## src/hw/rtl/fik_pkg.sv

```systemverilog
package fik_pkg;

    // chain size default
    localparam int FIK_SEGMENTS = 4;

    // field widths
    localparam int CW   = 24;           // coordinate
    localparam int DW   = 16;           // direction, Q2.14
    localparam int LW   = 18;           // segment length
    localparam int TW   = 16;           // tolerance
    localparam int NW   = 16;           // iteration count
    localparam int FRAC = 14;           // direction fraction bits

    // arithmetic unit widths
    localparam int VW   = 27;           // vector component
    localparam int PW   = 2 * VW;       // product and sum of squares
    localparam int MW   = VW;           // square root
    localparam int QW   = FRAC + 1;     // quotient of a normalized component
    localparam int DVW  = VW + FRAC + 1; // dividend of a normalized component
    localparam int CNW  = $clog2(MW);   // step counter

    // configuration port
    localparam int AW   = 5;
    localparam int PDW  = 32;

    localparam int DIR_ONE   = 16384;
    localparam int COORD_MAX = 8388607;
    localparam int COORD_MIN = -8388608;

    // register reset values
    localparam int RST_ROOT_X  = 163840;
    localparam int RST_ROOT_Y  = 184320;
    localparam int RST_SEG_LEN = 32000;
    localparam int RST_TOL     = 1;
    localparam int RST_MAXIT   = 1024;

    localparam logic signed [VW-1:0] SAT_HI   = VW'(COORD_MAX);
    localparam logic signed [VW-1:0] SAT_LO   = VW'(COORD_MIN);
    localparam logic signed [PW-1:0] RND_HALF = PW'(1) << (FRAC - 1);
    localparam logic [QW-1:0]        Q_ONE    = QW'(DIR_ONE);

    // register map
    typedef enum logic [2:0] {
        REG_ROOT_X   = 3'd0,
        REG_ROOT_Y   = 3'd1,
        REG_SEG_LEN  = 3'd2,
        REG_TOL      = 3'd3,
        REG_MAX_ITER = 3'd4
    } t_reg;

    // arithmetic unit operations
    typedef enum logic [1:0] {
        OP_MUL,
        OP_SQD,
        OP_NORM
    } t_mop;

    typedef enum logic [3:0] {
        M_IDLE,
        M_MUL,
        M_SQX,
        M_SQY,
        M_ADD,
        M_SQRT,
        M_DINIT,
        M_DIV,
        M_DONE
    } t_mstate;

    typedef enum logic [4:0] {
        S_IDLE,
        S_T2,
        S_R2,
        S_D0,
        S_GN,
        S_GX,
        S_GY,
        S_BN,
        S_BX,
        S_BY,
        S_FOX,
        S_FOY,
        S_FN,
        S_FEX,
        S_FEY,
        S_CK,
        S_OUT
    } t_state;

    typedef struct packed {
        logic                   start;
        t_mop                   op;
        logic signed [VW-1:0]   a;
        logic signed [VW-1:0]   b;
        logic signed [DW-1:0]   fbx;
        logic signed [DW-1:0]   fby;
    } t_math_cmd;

    typedef struct packed {
        logic                   done;
        logic signed [PW-1:0]   prod;
        logic [PW-1:0]          sum;
        logic signed [DW-1:0]   ux;
        logic signed [DW-1:0]   uy;
    } t_math_res;

    // (p + 2^13) >> 14 with floor
    function automatic logic signed [VW-1:0] fik_round(input logic signed [PW-1:0] p);
        logic signed [PW-1:0] t;
        t = p + RND_HALF;
        return VW'(t >>> FRAC);
    endfunction

    // saturate to a 24-bit signed coordinate
    function automatic logic signed [CW-1:0] fik_sat(input logic signed [VW-1:0] v);
        logic signed [CW-1:0] r;
        if (v > SAT_HI) begin
            r = CW'(SAT_HI);
        end else if (v < SAT_LO) begin
            r = CW'(SAT_LO);
        end else begin
            r = CW'(v);
        end
        return r;
    endfunction

endpackage

```

## src/hw/rtl/fik_math.sv

```systemverilog
module fik_math import fik_pkg::*; (
    input  logic      i_clk,
    input  logic      i_rst_n,
    input  t_math_cmd i_cmd,
    output t_math_res o_res
);

    t_mstate r_st, n_st;
    t_mop    r_op;

    logic signed [VW-1:0] r_a, r_b;
    logic signed [DW-1:0] r_fbx, r_fby, r_ux, r_uy;
    logic signed [PW-1:0] r_prod;
    logic [PW-1:0]        r_sum, r_rad;
    logic [MW-1:0]        r_root;
    logic [MW:0]          r_rem;
    logic [MW:0]          r_drem;
    logic [QW-1:0]        r_dlow, r_q;
    logic [CNW-1:0]       r_cnt;
    logic                 r_sel;

    // shared multiplier, operands picked by step
    logic signed [VW-1:0] mul_x, mul_y;
    logic signed [PW-1:0] mul_p;
    assign mul_x = (r_st == M_SQY) ? r_b : r_a;
    assign mul_y = (r_st == M_MUL || r_st == M_SQY) ? r_b : r_a;
    assign mul_p = PW'(mul_x) * PW'(mul_y);

    logic [PW-1:0] sum_next;
    assign sum_next = r_sum + $unsigned(r_prod);

    // square root, one result bit a step
    logic [MW+2:0] sq_sh, sq_trial, sq_diff;
    logic          sq_ge;
    assign sq_sh    = {r_rem, r_rad[PW-1 -: 2]};
    assign sq_trial = {1'b0, r_root, 2'b01};
    assign sq_ge    = sq_sh >= sq_trial;
    assign sq_diff  = sq_sh - sq_trial;

    // component divide by magnitude, one quotient bit a step
    logic signed [VW-1:0] comp;
    logic [VW-1:0]        comp_abs;
    logic [DVW-1:0]       dvd;
    logic [MW+1:0]        dv_t, dv_diff;
    logic                 dv_ge;
    logic [QW-1:0]        q_next, q_clamp;
    logic signed [DW-1:0] dirv;

    assign comp     = r_sel ? r_b : r_a;
    assign comp_abs = comp[VW-1] ? VW'(-comp) : VW'(comp);
    assign dvd      = DVW'({comp_abs, {FRAC{1'b0}}}) + DVW'(r_root >> 1);
    assign dv_t     = {r_drem, r_dlow[QW-1]};
    assign dv_ge    = dv_t >= (MW+2)'(r_root);
    assign dv_diff  = dv_t - (MW+2)'(r_root);
    assign q_next   = {r_q[QW-2:0], dv_ge};
    assign q_clamp  = (q_next > Q_ONE) ? Q_ONE : q_next;
    assign dirv     = comp[VW-1] ? -$signed(DW'(q_clamp)) : $signed(DW'(q_clamp));

    // step sequencer
    always_comb begin
        n_st = r_st;
        unique case (r_st)
            M_IDLE: begin
                if (i_cmd.start) begin
                    n_st = (i_cmd.op == OP_MUL) ? M_MUL : M_SQX;
                end
            end
            M_MUL:   n_st = M_DONE;
            M_SQX:   n_st = M_SQY;
            M_SQY:   n_st = M_ADD;
            M_ADD:   n_st = (r_op == OP_SQD) ? M_DONE : M_SQRT;
            M_SQRT: begin
                if (r_cnt == CNW'(MW - 1)) begin
                    n_st = M_DINIT;
                end
            end
            M_DINIT: n_st = (r_root == '0) ? M_DONE : M_DIV;
            M_DIV: begin
                if (r_cnt == CNW'(QW - 1)) begin
                    n_st = r_sel ? M_DONE : M_DINIT;
                end
            end
            M_DONE:  n_st = M_IDLE;
            default: n_st = M_IDLE;
        endcase
    end

    always_ff @(posedge i_clk) begin
        if (!i_rst_n) begin
            r_st <= M_IDLE;
        end else begin
            r_st <= n_st;
        end
    end

    // datapath
    always_ff @(posedge i_clk) begin
        case (r_st)
            M_IDLE: begin
                if (i_cmd.start) begin
                    r_op  <= i_cmd.op;
                    r_a   <= i_cmd.a;
                    r_b   <= i_cmd.b;
                    r_fbx <= i_cmd.fbx;
                    r_fby <= i_cmd.fby;
                    r_sel <= 1'b0;
                end
            end
            M_MUL, M_SQX: begin
                r_prod <= mul_p;
            end
            M_SQY: begin
                r_prod <= mul_p;
                r_sum  <= $unsigned(r_prod);
            end
            M_ADD: begin
                r_sum  <= sum_next;
                r_rad  <= sum_next;
                r_root <= '0;
                r_rem  <= '0;
                r_cnt  <= '0;
            end
            M_SQRT: begin
                r_rad  <= {r_rad[PW-3:0], 2'b00};
                r_rem  <= sq_ge ? sq_diff[MW:0] : sq_sh[MW:0];
                r_root <= {r_root[MW-2:0], sq_ge};
                r_cnt  <= r_cnt + 1'b1;
            end
            M_DINIT: begin
                if (r_root == '0) begin
                    // zero vector keeps the fallback direction
                    r_ux <= r_fbx;
                    r_uy <= r_fby;
                end else begin
                    r_drem <= (MW+1)'(dvd >> QW);
                    r_dlow <= dvd[QW-1:0];
                    r_q    <= '0;
                    r_cnt  <= '0;
                end
            end
            M_DIV: begin
                r_drem <= dv_ge ? dv_diff[MW:0] : dv_t[MW:0];
                r_dlow <= {r_dlow[QW-2:0], 1'b0};
                r_q    <= q_next;
                r_cnt  <= r_cnt + 1'b1;
                if (r_cnt == CNW'(QW - 1)) begin
                    if (r_sel) begin
                        r_uy <= dirv;
                    end else begin
                        r_ux  <= dirv;
                        r_sel <= 1'b1;
                    end
                end
            end
            default: begin
            end
        endcase
    end

    assign o_res.done = (r_st == M_DONE);
    assign o_res.prod = r_prod;
    assign o_res.sum  = r_sum;
    assign o_res.ux   = r_ux;
    assign o_res.uy   = r_uy;

endmodule
```

## config.mk

```make
export PLATFORM = sky130hd
export DESIGN_NAME = fik_math
export DESIGN_NICKNAME = d
export VERILOG_FILES = /design/src/hw/rtl/fik_pkg.sv /design/src/hw/rtl/fik_math.sv
export SDC_FILE = /design/constraint.sdc
export NUM_CORES = 2
export LEC_CHECK = 0
export ABC_AREA = 1
export BUFFER_PORTS_ARGS = -buffer_cell sky130_fd_sc_hd__buf_4
export CORE_UTILIZATION = 40
export DETAILED_ROUTE_END_ITERATION = 10
export PLACE_DENSITY_LB_ADDON = 0.12
export SYNTH_ARGS = -nofsm -noshare
export SYNTH_HDL_FRONTEND = slang
export SYNTH_SLANG_ARGS = --single-unit
```

## constraint.sdc

```tcl
create_clock -name i_clk -period 15.7 [get_ports i_clk]
set_input_delay 1.57 -clock i_clk [delete_from_list [all_inputs] [get_ports i_clk]]
set_output_delay 1.57 -clock i_clk [all_outputs]
set_load 0.005 [all_outputs]
```

==> reports/metrics.yaml <==
hold_path:
  hp-start: "r_fbx[4]"
  holdPathStages: 2
  hold_path_class: "reg -> reg"
  hold_end: "r_ux[4]"
synthesis:
  yosysTopAreaCellShare_pct: 29.8
  synthMuxAreaShare_pct: 0
  synth-xor-area-share_pct: 2.56
  yosysWarningCount: 0
  synth_ff_type: "edfxtp_1"
  yosysSeqAreaShare_pct: 23.6
  synth.distinct_cells: 60
  synth_area_leaders: "fa_1 (30%), edfxtp_1 (23%), nand2_1 (9.7%), inv_1 (9.3%), ha_1 (6.9%)"
  syn_avg_cell_area_sq_um: 8.41
  ys_async_sr_fraction_pct: 0
  synth_top_family_by_area: "adder cells"
  synth_seq_cells: 404
  syn-cell-area_sq_um: 51300
  synth_fa_ha_area_share_pct: 36.7
  synth_nets: 7232
  synth_area_leader_cell: "fa_1"
  synth_cells: 6094
  synth_edf_count: 400
  synth_compound_area_share_pct: 7.86
  yosys.area_share.simple_pct: 18.2
global_routing:
  grt_pass1_vias: 41900
  grt_use_total_pct: 27.5
  antenna_found_initial: 1
  grt_overflow_total: 0
  grt_pass1_wl_um: 268000
  grt_start_max_net_pins: 90
critical_path:
  cp-end-kind: "flop"
  cp_top_family: "adder cells"
  regToRegSetupSlack_ns: 5.94
  crit_slowest_cell: "a21oi_1"
  r2r_cells: 28
  path_buf_inv: 9
  crit_fanout: 45
  required_ns: 16.03
  reg2reg_to: "r_prod[52]"
  criticalPathCategory: "reg -> reg"
  max_stage_delay_ns: 0.80
  cp.arrival_ns: 10.08
  worstReg2RegStart: "r_st[2]"
  start_kind: "flop"
  worst-path-stages: 28
route:
  dr_total_vias: 41500
  route.antenna.remaining_nets: 0
  drt-vias-per-instance: 5.21
  drc: 0
  finalWirelength_um: 177000
  drtPass1Iterations: 6
  wl_per_cell_um: 22.2
  drt_iter0_markers: 3705
sta:
  timing.final.max_slew_violations: 0
  fin_skew_ns: 0.0660
  hold_viol_final: 0
  fin_ws_ns: 5.94
  fmax_mhz: 103
  finalSetupViolations: 0
  rsz0062_at_grt: "no"
  setup_tns_ns: 0
  post-route-min-period_ns: 9.76
  fin_crit_sh_pct: 62.1
  max-slew-margin-rel_pct: 11.0
  tightest_slew_ns: 1.34
die:
  die_h_um: 360
  initial_core_util_pct: 40.6
  fp.dieW_um: 360
  design.core.area_sq_um: 126000
  io_pins: 232
  die_area_sq_um: 130000
  row_count: 130
finish:
  drive_gt1_share_pct: 7.83
  diodes: 0
  nNetsFinal: 7408
  syn2layout_area_growth_pct: 10.5
place:
  dp_hpwl_um: 142000
  dp_slack_ns: 6.04
  io_buffers: 231
  gp_congestion: 0.981
clocking:
  htreeDepth: 2
  cts.sinks: 404
  cts_hold_buf: 0
  clk_latency_ns: 0.64
  cts.clk_slew.worst_paths_ns: 0.07
  cts_post_setup_buffers_inserted: 0
  ctsResizeCount: 0
  cts_tree: "done"
  cts_buffers: 52
  root_buffer: "clkbuf_16"
  clockBufferDepth: 3
run_status:
  status: "completed"
flow_run:
  max-cap-violations: 0
==> final cells by class <==
type	instances	area [sq um]
multi-input cells	4212	33700
flip-flops and latches	404	12100
well taps	1650	2060
repair buffers	303	2270
clock buffers	60	1330
inverters	1297	4870
clock inverters	36	352
fillers	12700	69700
==> synthesized netlist by cell type (all sizes together), types with 19 or more instances <==
| library cell | count |
|---|---|
| a31oi | 38 |
| buf | 30 |
| o21ai | 265 |
| a21oi | 273 |
| ha | 283 |
| clkbuf | 151 |
| inv | 1285 |
| xor2 | 80 |
| nand4 | 34 |
| a21o | 33 |
| edfxtp | 400 |
| fa | 764 |
| nand3 | 185 |
| o21bai | 19 |
| o211ai | 25 |
| xnor2 | 70 |
| nor3 | 32 |
| nor2 | 647 |
| nand2 | 1352 |
==> flip-flops by register name (all words and copies together), names as in the netlist <==
| signal | cells |
|---|---|
| r_prod | 54 |
| r_rad | 54 |
| r_sum | 54 |
| r_drem | 28 |
| r_rem | 28 |
| r_a | 27 |
| r_b | 27 |
| r_root | 27 |
| r_fbx | 16 |
| r_fby | 16 |
| r_ux | 16 |
| r_uy | 16 |
| r_dlow | 15 |
| r_q | 14 |
| r_cnt | 5 |
| r_st | 4 |
| r_op | 2 |
| r_sel | 1 |
==> cells by family (layout without fill, tap and decap cells) <==
group,Yosys count,in the layout
AO/OA/AOI/OAI,716,716
adder cells (fa/ha/maj),1047,1047
buffers and inverters,1478,1696
flip-flops,404,404
XOR/XNOR,150,150
AND/OR/NAND/NOR,2299,2299
==> through the flow <==
stage	hold WS (ns)	util, %	cells	area [sq um]
6_report	0.513	44.8	7962	56600
3_5_place_dp	0.503	43.5	7866	55000
4_1_cts	0.517	44.8	7962	56600
5_1_grt	0.534	44.8	7962	56600
2_1_floorplan	0.494	-	6094	51300
3_3_place_gp	0.501	43.5	7866	55000
==> worst reg2reg max path: cells and delay by family, from the launching register on <==
| kind | cells | cell delay (ns) |
|---|---|---|
| buffers and inverters | 9 | 2.39 |
| DFF | 1 | 0.35 |
| and+or+nand+nor | 9 | 1.72 |
| adders and majority gates | 8 | 4.13 |
| AOI/OAI and AO/OA | 1 | 0.80 |
| xor gates and xnor gates | 1 | 0.07 |
==> how the worst max path moves through the flow <==
stage            start    endpoint  slack (ns)
6_report       r_st[2]  r_prod[52]        5.94
5_1_grt        r_st[3]  r_prod[52]        5.43
4_1_cts        r_st[3]  r_prod[52]        5.97
3_5_place_dp   r_st[2]  r_prod[52]        6.04
3_3_place_gp   r_st[3]  r_prod[52]        6.18
2_1_floorplan  r_st[2]  r_prod[53]        8.33
==> placed cells by master, fill, tap and decap left out, drive strengths merged, types with 70 or more instances in the layout <==
master | Yosys | routed
nand2 | 1352 | 1352
inv | 1285 | 1288
fa | 764 | 764
nor2 | 647 | 647
edfxtp | 400 | 400
buf | 30 | 303
ha | 283 | 283
a21oi | 273 | 273
o21ai | 265 | 265
nand3 | 185 | 185
xor2 | 80 | 80
xnor2 | 70 | 70
==> layer usage <==
layer | global-route usage, % | wire, um | vias up
met3 | 4.45 | 14100 | 207
met2 | 40.5 | 74200 | 1594
met5 | 0 | 0 | -
met4 | 6.60 | 4560 | 0
li1 | - | - | 19200
met1 | 41.9 | 84300 | 20500
Power is not shown: default switching activity piles up to over one toggle a cycle in this logic, so the estimate is an artifact.
